[src/sv/dtp_pkg.sv]
// ----------------------------------------------------------------------------
// dtp_pkg
// Shared types and fixed constants of the degree tail probability unit.
// ----------------------------------------------------------------------------
package dtp_pkg;

  localparam int PROB_FRAC_BITS = 16;
  localparam int PROB_W         = PROB_FRAC_BITS + 1;
  localparam int TDATA_W        = 24;
  localparam int DEG_W          = 7;
  localparam int KEFF_W         = 9;
  localparam int APB_DATA_W     = 32;
  localparam int APB_ADDR_W     = 2;
  localparam int MUL_W          = 36;

  localparam logic [PROB_W-1:0]     PROB_ONE = PROB_W'(1) << PROB_FRAC_BITS;
  localparam logic [APB_ADDR_W-1:0] REG_MIN_DEGREE = 2'd0;

  typedef struct packed {
    logic load;
    logic issue;
    logic finish;
  } dtp_cmd_t;

  typedef struct packed {
    logic last;
    logic out_busy;
  } dtp_status_t;

endpackage

[src/sv/dtp_ctrl.sv]
// ----------------------------------------------------------------------------
// dtp_ctrl
// Sequencer: takes one item and sweeps the table once; a final edge's result is handed off.
// ----------------------------------------------------------------------------
module dtp_ctrl import dtp_pkg::*; #(
  parameter int MAX_DEGREE_K = 64,
  parameter int ADDR_W       = 6
) (
  input  logic              clk,
  input  logic              rst,
  input  logic              s_tvalid,
  output logic              s_tready,
  input  dtp_status_t       sts,
  output dtp_cmd_t          cmd,
  output logic [ADDR_W-1:0] rd_addr
);

  localparam int CNT_W = $clog2(MAX_DEGREE_K + 2);
  localparam logic [CNT_W-1:0] CNT_LAST = CNT_W'(MAX_DEGREE_K + 1);
  localparam logic [CNT_W-1:0] CNT_K    = CNT_W'(MAX_DEGREE_K);

  localparam logic [1:0] ST_IDLE = 2'd0;
  localparam logic [1:0] ST_RUN  = 2'd1;
  localparam logic [1:0] ST_TAIL = 2'd2;

  logic [1:0]       state, state_next;
  logic [CNT_W-1:0] cnt, cnt_next;

  always_comb begin
    state_next = state;
    cnt_next   = cnt;
    cmd        = '0;
    s_tready   = 1'b0;
    case (state)
      ST_IDLE: begin
        s_tready = 1'b1;
        if (s_tvalid) begin
          cmd.load   = 1'b1;
          cnt_next   = '0;
          state_next = ST_RUN;
        end
      end
      ST_RUN: begin
        cmd.issue = cnt < CNT_K;
        cnt_next  = cnt + CNT_W'(1);
        if (cnt == CNT_LAST) begin
          state_next = ST_TAIL;
        end
      end
      ST_TAIL: begin
        if (!sts.last) begin
          state_next = ST_IDLE;
        end else if (!sts.out_busy) begin
          cmd.finish = 1'b1;
          state_next = ST_IDLE;
        end
      end
      default: begin
        state_next = ST_IDLE;
      end
    endcase
  end

  assign rd_addr = cnt[ADDR_W-1:0];

  always_ff @(posedge clk) begin
    if (rst) begin
      state <= ST_IDLE;
      cnt   <= '0;
    end else begin
      state <= state_next;
      cnt   <= cnt_next;
    end
  end

endmodule

[src/sv/dtp_datapath.sv]
// ----------------------------------------------------------------------------
// dtp_datapath
// Degree table memory, shared multiply-add with rounding, sum and output stage.
// ----------------------------------------------------------------------------
module dtp_datapath import dtp_pkg::*; #(
  parameter int MAX_DEGREE_K = 64,
  parameter int ADDR_W       = 6
) (
  input  logic              clk,
  input  logic              rst,
  input  dtp_cmd_t          cmd,
  input  logic [ADDR_W-1:0] rd_addr,
  input  logic [PROB_W-1:0] edge_prob,
  input  logic              last_edge,
  input  logic [DEG_W-1:0]  min_degree,
  input  logic              m_tready,
  output dtp_status_t       sts,
  output logic              m_tvalid,
  output logic [PROB_W-1:0] tail_prob
);

  localparam int SUM_W = $clog2(MAX_DEGREE_K) + PROB_W;
  localparam logic signed [MUL_W-1:0] HALF = MUL_W'(1) << (PROB_FRAC_BITS - 1);

  logic [PROB_W-1:0] mem [MAX_DEGREE_K];
  logic [MAX_DEGREE_K-1:0] vld;

  logic [PROB_W-1:0] p_reg;
  logic              last_reg;

  logic              s1_vld, s1_ent_vld;
  logic [ADDR_W-1:0] s1_addr;
  logic [PROB_W-1:0] s1_data;
  logic [PROB_W-1:0] prev;

  logic                    s2_vld;
  logic [ADDR_W-1:0]       s2_addr;
  logic [PROB_W-1:0]       s2_b;
  logic signed [MUL_W-1:0] s2_prod;

  logic [SUM_W-1:0]  sum;
  logic              out_vld;
  logic [PROB_W-1:0] out_data;

  logic [PROB_W-1:0]       cur;
  logic signed [PROB_W:0]  diff;
  logic signed [MUL_W-1:0] rnd, step, new_wide;
  logic [PROB_W-1:0]       new_val;
  logic [KEFF_W-1:0]       k_ext, k_eff;
  logic [PROB_W-1:0]       tail;
  logic [PROB_W-1:0]       p_sat;

  assign p_sat = (edge_prob > PROB_ONE) ? PROB_ONE : edge_prob;

  // entries never written since the last clear read as the reset table
  assign cur = s1_ent_vld ? s1_data : ((s1_addr == '0) ? PROB_ONE : '0);
  assign diff = $signed({1'b0, prev}) - $signed({1'b0, cur});

  assign rnd      = s2_prod + HALF;
  assign step     = rnd >>> PROB_FRAC_BITS;
  assign new_wide = $signed({{(MUL_W-PROB_W){1'b0}}, s2_b}) + step;
  assign new_val  = new_wide[PROB_W-1:0];

  assign k_ext = KEFF_W'(min_degree);
  assign k_eff = (k_ext > KEFF_W'(MAX_DEGREE_K)) ? KEFF_W'(MAX_DEGREE_K) : k_ext;

  always_comb begin
    if (k_eff == '0) begin
      tail = PROB_ONE;
    end else if (sum >= SUM_W'(PROB_ONE)) begin
      tail = '0;
    end else begin
      tail = PROB_ONE - sum[PROB_W-1:0];
    end
  end

  always_ff @(posedge clk) begin
    if (cmd.issue) begin
      s1_data <= mem[rd_addr];
    end
    if (s2_vld) begin
      mem[s2_addr] <= new_val;
    end
  end

  always_ff @(posedge clk) begin
    if (cmd.load) begin
      p_reg <= p_sat;
    end
    s1_addr <= rd_addr;
    s1_ent_vld <= vld[rd_addr];
    s2_addr <= s1_addr;
    s2_b    <= cur;
    s2_prod <= MUL_W'($signed({1'b0, p_reg}) * diff);
    if (out_vld == 1'b0 || m_tready) begin
      if (cmd.finish) begin
        out_data <= tail;
      end
    end
  end

  always_ff @(posedge clk) begin
    if (rst) begin
      vld      <= '0;
      last_reg <= 1'b0;
      s1_vld   <= 1'b0;
      s2_vld   <= 1'b0;
      prev     <= '0;
      sum      <= '0;
      out_vld  <= 1'b0;
    end else begin
      s1_vld <= cmd.issue;
      s2_vld <= s1_vld;
      if (cmd.load) begin
        last_reg <= last_edge;
        prev     <= '0;
        sum      <= '0;
      end else if (s1_vld) begin
        prev <= cur;
      end
      if (s2_vld) begin
        vld[s2_addr] <= 1'b1;
        if (KEFF_W'(s2_addr) < k_eff) begin
          sum <= sum + SUM_W'(new_val);
        end
      end
      if (cmd.finish) begin
        vld     <= '0;
        out_vld <= 1'b1;
      end else if (m_tready) begin
        out_vld <= 1'b0;
      end
    end
  end

  assign sts.last     = last_reg;
  assign sts.out_busy = out_vld && !m_tready;
  assign m_tvalid     = out_vld;
  assign tail_prob    = out_data;

endmodule

[src/sv/degree_tail_probability_unit.sv]
// ----------------------------------------------------------------------------
// degree_tail_probability_unit
// Probability that a vertex of uncertain edges has degree at least k.
// ----------------------------------------------------------------------------
// Edge probabilities arrive one item at a time, the vertex's final edge marked
// by tlast. Each item is taken, the degree table is swept once through a
// single shared multiply-add, one entry per cycle, behind a registered memory
// read and a registered product, and a tail state then ends the item; no new
// item is taken before that. On the final edge the tail probability is placed
// in an output register; the next item may be taken while it waits, but a final
// edge that finds that register still full holds at the end of its sweep until
// it drains. The threshold k must be written at APB address 0 only while idle;
// the block itself does not enforce this.
module degree_tail_probability_unit import dtp_pkg::*; #(
  parameter int MAX_DEGREE_K = 64
) (
  input  logic                  clk,
  input  logic                  rst,
  input  logic                  s_tvalid,
  output logic                  s_tready,
  input  logic [TDATA_W-1:0]    s_tdata,   // [16:0] edge_prob
  input  logic                  s_tlast,
  output logic                  m_tvalid,
  input  logic                  m_tready,
  output logic [TDATA_W-1:0]    m_tdata,   // [16:0] tail_prob
  input  logic                  psel,
  input  logic                  penable,
  input  logic                  pwrite,
  input  logic [APB_ADDR_W-1:0] paddr,
  input  logic [APB_DATA_W-1:0] pwdata,
  output logic [APB_DATA_W-1:0] prdata,
  output logic                  pready
);

  localparam int ADDR_W = (MAX_DEGREE_K > 1) ? $clog2(MAX_DEGREE_K) : 1;

  logic [DEG_W-1:0]  min_degree;
  logic [ADDR_W-1:0] rd_addr;
  logic [PROB_W-1:0] tail_prob;
  dtp_cmd_t          cmd;
  dtp_status_t       sts;

  assign pready = 1'b1;
  assign prdata = (paddr == REG_MIN_DEGREE) ? APB_DATA_W'(min_degree) : '0;

  always_ff @(posedge clk) begin
    if (rst) begin
      min_degree <= DEG_W'(1);
    end else if (psel && penable && pwrite && pready && paddr == REG_MIN_DEGREE) begin
      min_degree <= pwdata[DEG_W-1:0];
    end
  end

  dtp_ctrl #(
    .MAX_DEGREE_K(MAX_DEGREE_K),
    .ADDR_W      (ADDR_W)
  ) u_ctrl (
    .clk     (clk),
    .rst     (rst),
    .s_tvalid(s_tvalid),
    .s_tready(s_tready),
    .sts     (sts),
    .cmd     (cmd),
    .rd_addr (rd_addr)
  );

  dtp_datapath #(
    .MAX_DEGREE_K(MAX_DEGREE_K),
    .ADDR_W      (ADDR_W)
  ) u_datapath (
    .clk       (clk),
    .rst       (rst),
    .cmd       (cmd),
    .rd_addr   (rd_addr),
    .edge_prob (s_tdata[PROB_W-1:0]),
    .last_edge (s_tlast),
    .min_degree(min_degree),
    .m_tready  (m_tready),
    .sts       (sts),
    .m_tvalid  (m_tvalid),
    .tail_prob (tail_prob)
  );

  assign m_tdata = TDATA_W'(tail_prob);

endmodule

[config.mk]
export PLATFORM = sky130hd
export DESIGN_NAME = degree_tail_probability_unit
export DESIGN_NICKNAME = d
export VERILOG_FILES = /design/src/sv/dtp_pkg.sv /design/src/sv/dtp_ctrl.sv /design/src/sv/dtp_datapath.sv /design/src/sv/degree_tail_probability_unit.sv
export SDC_FILE = /design/constraint.sdc
export NUM_CORES = 2
export LEC_CHECK = 0
export BUFFER_PORTS_ARGS = -buffer_cell sky130_fd_sc_hd__buf_2
export CORE_MARGIN = 4
export CORE_UTILIZATION = 45
export CTS_CLUSTER_DIAMETER = 60
export DETAILED_ROUTE_END_ITERATION = 8
export GPL_TIMING_DRIVEN = 0
export PLACE_DENSITY = 0.64
export SLEW_MARGIN = 20
export SYNTH_ARGS = -nofsm -noshare
export SYNTH_HDL_FRONTEND = slang
export SYNTH_SLANG_ARGS = --single-unit
export TNS_END_PERCENT = 30
[constraint.sdc]
create_clock -name clk -period 18.87 [get_ports clk]
set_input_delay 0.9435 -clock clk [delete_from_list [all_inputs] [get_ports clk]]
set_output_delay 0.9435 -clock clk [all_outputs]
set_load 0.05 [all_outputs]
; ---- Word-level counts from Yosys, hierarchy flattened
; Memories as Yosys holds them, arrays and structs flattened. A register that Yosys moved wholly into a read port is not among the register bits.
; Cells that the tools add are included.
; Widths: inputs -> output; s select.
[totals]
ff_bits = 221
latch_bits = 0
ramBits = 1088
mem_bits_ro = 0
input_bits = 66
word_cells = 91
mem_count = 1
[memory_table]
columns = name, depth, width, read_ports, rd_clocked_by_memory_dff, wr, line
row1 = u_datapath.mem, 64, 17, 1, 1, 1, dtp_datapath.sv:25  ; logic [PROB_W-1:0] mem [MAX_DEGREE_K];
[op_classes]
add_sub_neg = 6
mul = 1
n_div = 0
magnitude_cmp = 8
n_eq_ne = 6
shifts = 0
muxes = 30
bitwise = 2
reduce_logical = 19
[ops]
columns = op, n
row1 = $mux 23, 3
row2 = $or 64x64->64, 1
row3 = $mux 17, 3
row4 = $add 33x17->33 const B, 1
row5 = $mul 18x18->33, 1
row6 = $add 23x17->23, 1
row7 = $ge 23x17->1 const B, 1
row8 = $mux 7, 3
row9 = $sub 17x17->18, 1
row10 = $add 17x17->17, 1
row11 = $gt 17x17->1 const B, 1
row12 = $sub 17x17->17 const A, 1
row13 = $lt 6x7->1 const B, 2
row14 = $pmux 7 s2, 1
row15 = $mux 1, 13
row16 = $logic_not 9->1, 1
row17 = $lt 6x9->1, 1
row18 = $mux 2, 4
row19 = $add 7x1->7 const B, 1
row20 = $eq 7x7->1 const B, 1
row21 = $gt 7x7->1 const B, 1
row22 = $lt 7x7->1 const B, 1
row23 = $bmux 1 s6, 1
row24 = $demux 1 s6, 1
row25 = 17 further kinds, 26

; ---- Logic depth before layout (Yosys ltp)
[depth]
ltp_word = 6
depth_mapped = 36
ltp_nobuf = 33

; ---- By module
; A second synthesis with hierarchy kept.
[hier_totals]
hier_cells = 3771
area_unflattened_um2 = 61859.3
[by_module_without_submodules]
columns = module, instances, cells_per_inst, area_each_um2, seq_area_each_um2
row1 = dtp_datapath, 1, 3635, 60705.7, 37325.8
row2 = degree_tail_probability_unit, 1, 74, 641.9, 140.1
row3 = dtp_ctrl, 1, 62, 511.7, 180.2

; ---- Worst setup path before layout
; OpenSTA, ideal clock, no wires.
[synth_path]
path_type = register to register
startpoint = reg u_datapath.s1_ent_vld
endpoint = reg u_datapath.s2_prod[32]
setup_ns = 0.131
arrival_ns = 7.660
required_ns = 18.739
path_slack_ns = 11.078
path_stages_with_launch = 32
n_path_buf = 3
cell_sequence = dfxtp_1 > clkbuf_1 > clkbuf_1 > nand2_1 > ha_1 > a21o_1 > a21o_1 > a211oi_4 > a211oi_2 > a21oi_1 > a21boi_1 > clkbuf_1 > nand2_1 > fa_1 > inv_1 > fa_1 > inv_1 > fa_1 > inv_1 > fa_1 > fa_1 > inv_1 > fa_1 > inv_1 > ha_1 > nand2_1 > a2111oi_2 > o2111ai_1 > nand2_1 > nor4_1 > nor4bb_1 > xor3_1
[synth_via]
elab_chain_cells = 3
[synth_lines]
columns = item, line
row1 = "start, declared", dtp_datapath.sv:31  ; logic s1_vld, s1_ent_vld;
row2 = "start signal, assigned", dtp_datapath.sv:91  ; s1_ent_vld <= vld[rd_addr];
row3 = $mux 17, dtp_datapath.sv:56  ; assign cur = s1_ent_vld ? s1_data : ((s1_addr == '0) ? PROB_ONE : '0);
row4 = $sub 17x17->18, dtp_datapath.sv:57  ; assign diff = $signed({1'b0, prev}) - $signed({1'b0, cur});
row5 = $mul 18x18->33, dtp_datapath.sv:94  ; s2_prod <= MUL_W'($signed({1'b0, p_reg}) * diff);
row6 = "end signal, assigned", dtp_datapath.sv:94
row7 = "end, declared", dtp_datapath.sv:39  ; logic signed [MUL_W-1:0] s2_prod;
; No other way between the ends.
; A chain may end at the register's enable or synchronous reset.

; ---- Worst setup path in the final report
[layout_path]
startpoint = reg u_datapath.s1_ent_vld
endpoint = reg u_datapath.s2_prod[29]
; Same word-level chain as after synthesis.

==> qor.txt <==
Clk buf depth: 3
Fmax: 0.09709 GHz
Pwr dens: 143.2 nW/µm²
VDD IR max: 0.1502 mV
Worst-Skew Late Latency: 770 ps
Post-synth EDFFs: 1139
Clk sinks: 1311
Hold WC Path Type: flip-flop to flip-flop
Vias/cell: 5.774
Routed WL: 165.4 mm
Setup WS pre-CTS: 8641 ps
Vias in the first global route: 35240
Final Power: 10.20 mW
I/O pin count: 125
Global-route wire length before repair: 242.5 mm
Biggest regs: u_datapath.mem: 1088 flops, u_datapath.vld: 64 flops, u_datapath.sum: 23 flops
Post-route core utilization: 52.39%
Row count: 135
Mapped Cells: 3861
Pre-antenna DRT Iters: 5
Die Y-Extent: 378.9 µm
Cell mode on critical path: fa_1
Layout cells sized above 1: 20.68%
Worst path required time: 19500 ps
Die Wd: 378.9 µm
Async set or reset register ratio after synthesis: 0%
Synth area leader: edfxtp_1
Seq pwr share: 37.0%
Top_reg_cell synth: edfxtp_1
Crit path buffers/inverters: 6
Unique cell type count in the Yosys netlist: 73
Net Switching: 3.506 mW
Pin count of the biggest net entering global routing: 50
Worst Path Arrival: 10930 ps
CP peak stage delay: 800 ps
Wire length per cell: 27.17 µm
Core box area: 136000 µm²
Iteration-0 DRC Markers: 3879
Synth cell count leaders: edfxtp_1 (1139), inv_1 (334), mux4_2 (332)
Slew Viols, Final: 0
Via count: 35140
Critical path launch point type: flip-flop
DP Area: 66850 µm²
DP HPWL: 119.0 mm
Post-cts sizing count: 0
H-tree Lvls: 4
Routability cong.: 0.9129
MaxCap Viol Count: 0
Clock-pin slew on the worst setup and hold paths: 60 ps
RSZ-0062 raised after global routing: no
Worst Setup End Kind: flip-flop
CTS tree: done
Hold Buf Count CTS: 0
Drt drc: 0
Die area: 143600 µm²
Largest register by flop count: u_datapath.mem
Final WS setup: 8571 ps
Clock share of power: 25.9%
Seq cells post-synth: 1311
Final Hold Viols: 0
Post-CTS Setup Repair Bufs: 0
Internal: 6.696 mW
Static Leak: 25.16 nW
Worst Clk Skew: 35.33 ps
DRT antenna net count: 0
Final worst path period share: 54.58%
Status: finished clean
Top post-synthesis cells by area: edfxtp_1 (55%), mux4_2 (12%), fa_1 (7.8%), dfxtp_1 (5.6%), ha_1 (3.4%)
Logic pwr share: 37.2%
Max reg flops: 1088
Starting density of the core: 45.52%
Slowest CP cell: xor2_1
Number of port buffers: 58
Crit path time final: 10300 ps
Most common cell in the synthesized netlist: edfxtp_1
Top cell type's share of synthesized area: 55.26%
Sw frac: 34.37%
Setup TNS Final: 0 ps
CTS Buf Count: 140
Slew @ Worst Pin: 1203 ps
Initial antenna violation count: 2
Family with the most delay on the worst path: adder cells
# setup viols final: 0
Nets@finish: 4669
Design area: 71240 µm²
Critical path class: flip-flop to flip-flop
Sequential share of the synthesized area: 60.82%
Synth Warn #: 0
Global Route Usage Sum: 23.37%
Overflow after GRT: 0
Area grow syn2layout: 15.09%
Cell Area, Synth: 61900 µm²
CP max FO: 10
Syn Area/Cell: 16.03 µm²
Root buffer cell: clkbuf_16
Rel. slew slack: 19.81%
[cells in the final DEF (no fill, tap or decap), types with 116 or more instances in the layout]
master / n
inv_1: 333
fa_1: 242
ha_1: 168
dfxtp_1: 172
mux4_2: 332
edfxtp_1: 1139
nand2_1: 228
clkbuf_16: 142
nor2_1: 116
clkbuf_1: 150
[final timing paths]
kind                                                        to  slack [ps]  cells past startpoint                           from
worst max-delay path            u_datapath.s2_prod[29]$_DFF_P_        8570                     31  u_datapath.s1_ent_vld$_DFF_P_
worst min-delay path             u_datapath.s2_addr[3]$_DFF_P_         350                      0  u_datapath.s1_addr[3]$_DFF_P_
worst max register to register  u_datapath.s2_prod[29]$_DFF_P_        8570                     31  u_datapath.s1_ent_vld$_DFF_P_
worst min register to register   u_datapath.s2_addr[3]$_DFF_P_         350                      0  u_datapath.s1_addr[3]$_DFF_P_
[metrics by stage]
step / hold slack (ps) / instances
after floorplan: 322.7 / 3892
after global placement: 326.3 / 5731
after detailed placement: 332.8 / 5831
after CTS: 346.2 / 6085
after global routing: 351.4 / 6085
final: 353.6 / 6086
[layout make-up]
cell class | count | area [µm²]
antenna | 1 | 2.502
buffer | 193 | 919.6
clock buffer | 200 | 3871
clock inverter | 54 | 510.5
fill | 10850 | 64730
inverter | 335 | 1257
multi-input combinational | 2053 | 22860
sequential | 1311 | 37650
tap | 1781 | 2228
timing repair buffer | 158 | 1941
[per-layer routing]
metal / routed length (µm) / global-route usage [%] / up-vias
met2: 76500 / 36.16 / 1536
li1: - / - / 14970
met5: 0 / 0 / -
met4: 5618 / 7.645 / 0
met1: 68550 / 33.13 / 18340
met3: 14720 / 5.171 / 292
[logic make-up (layout without fill, tap and decap cells)]
kind of cell               Yosys count  count (layout)  synth area share (%)
buffers and inverters              528             940                 3.505
muxes                              415             415                 13.45
adders and majority gates          411             411                 11.24
xor gates and xnor gates            88              88                 1.269
and+or+nand+nor                    755             755                 5.923
AOI/OAI and AO/OA                  351             351                 3.778
DFF                               1311            1311                 60.82
other                                2              34               0.01213
[power by group through the flow]
stage | combinational (mW) | sequential, mW | clock, mW
3_5_place_dp | 3.77 | 3.83 | 0
4_1_cts | 3.83 | 3.77 | 2.67
2_1_floorplan | 2.39 | 3.87 | 0
5_1_grt | 4.22 | 3.78 | 2.81
3_3_place_gp | 3.46 | 3.97 | 0
6_report | 3.79 | 3.77 | 2.64
Note: power is estimated with default switching activity, not from simulation.
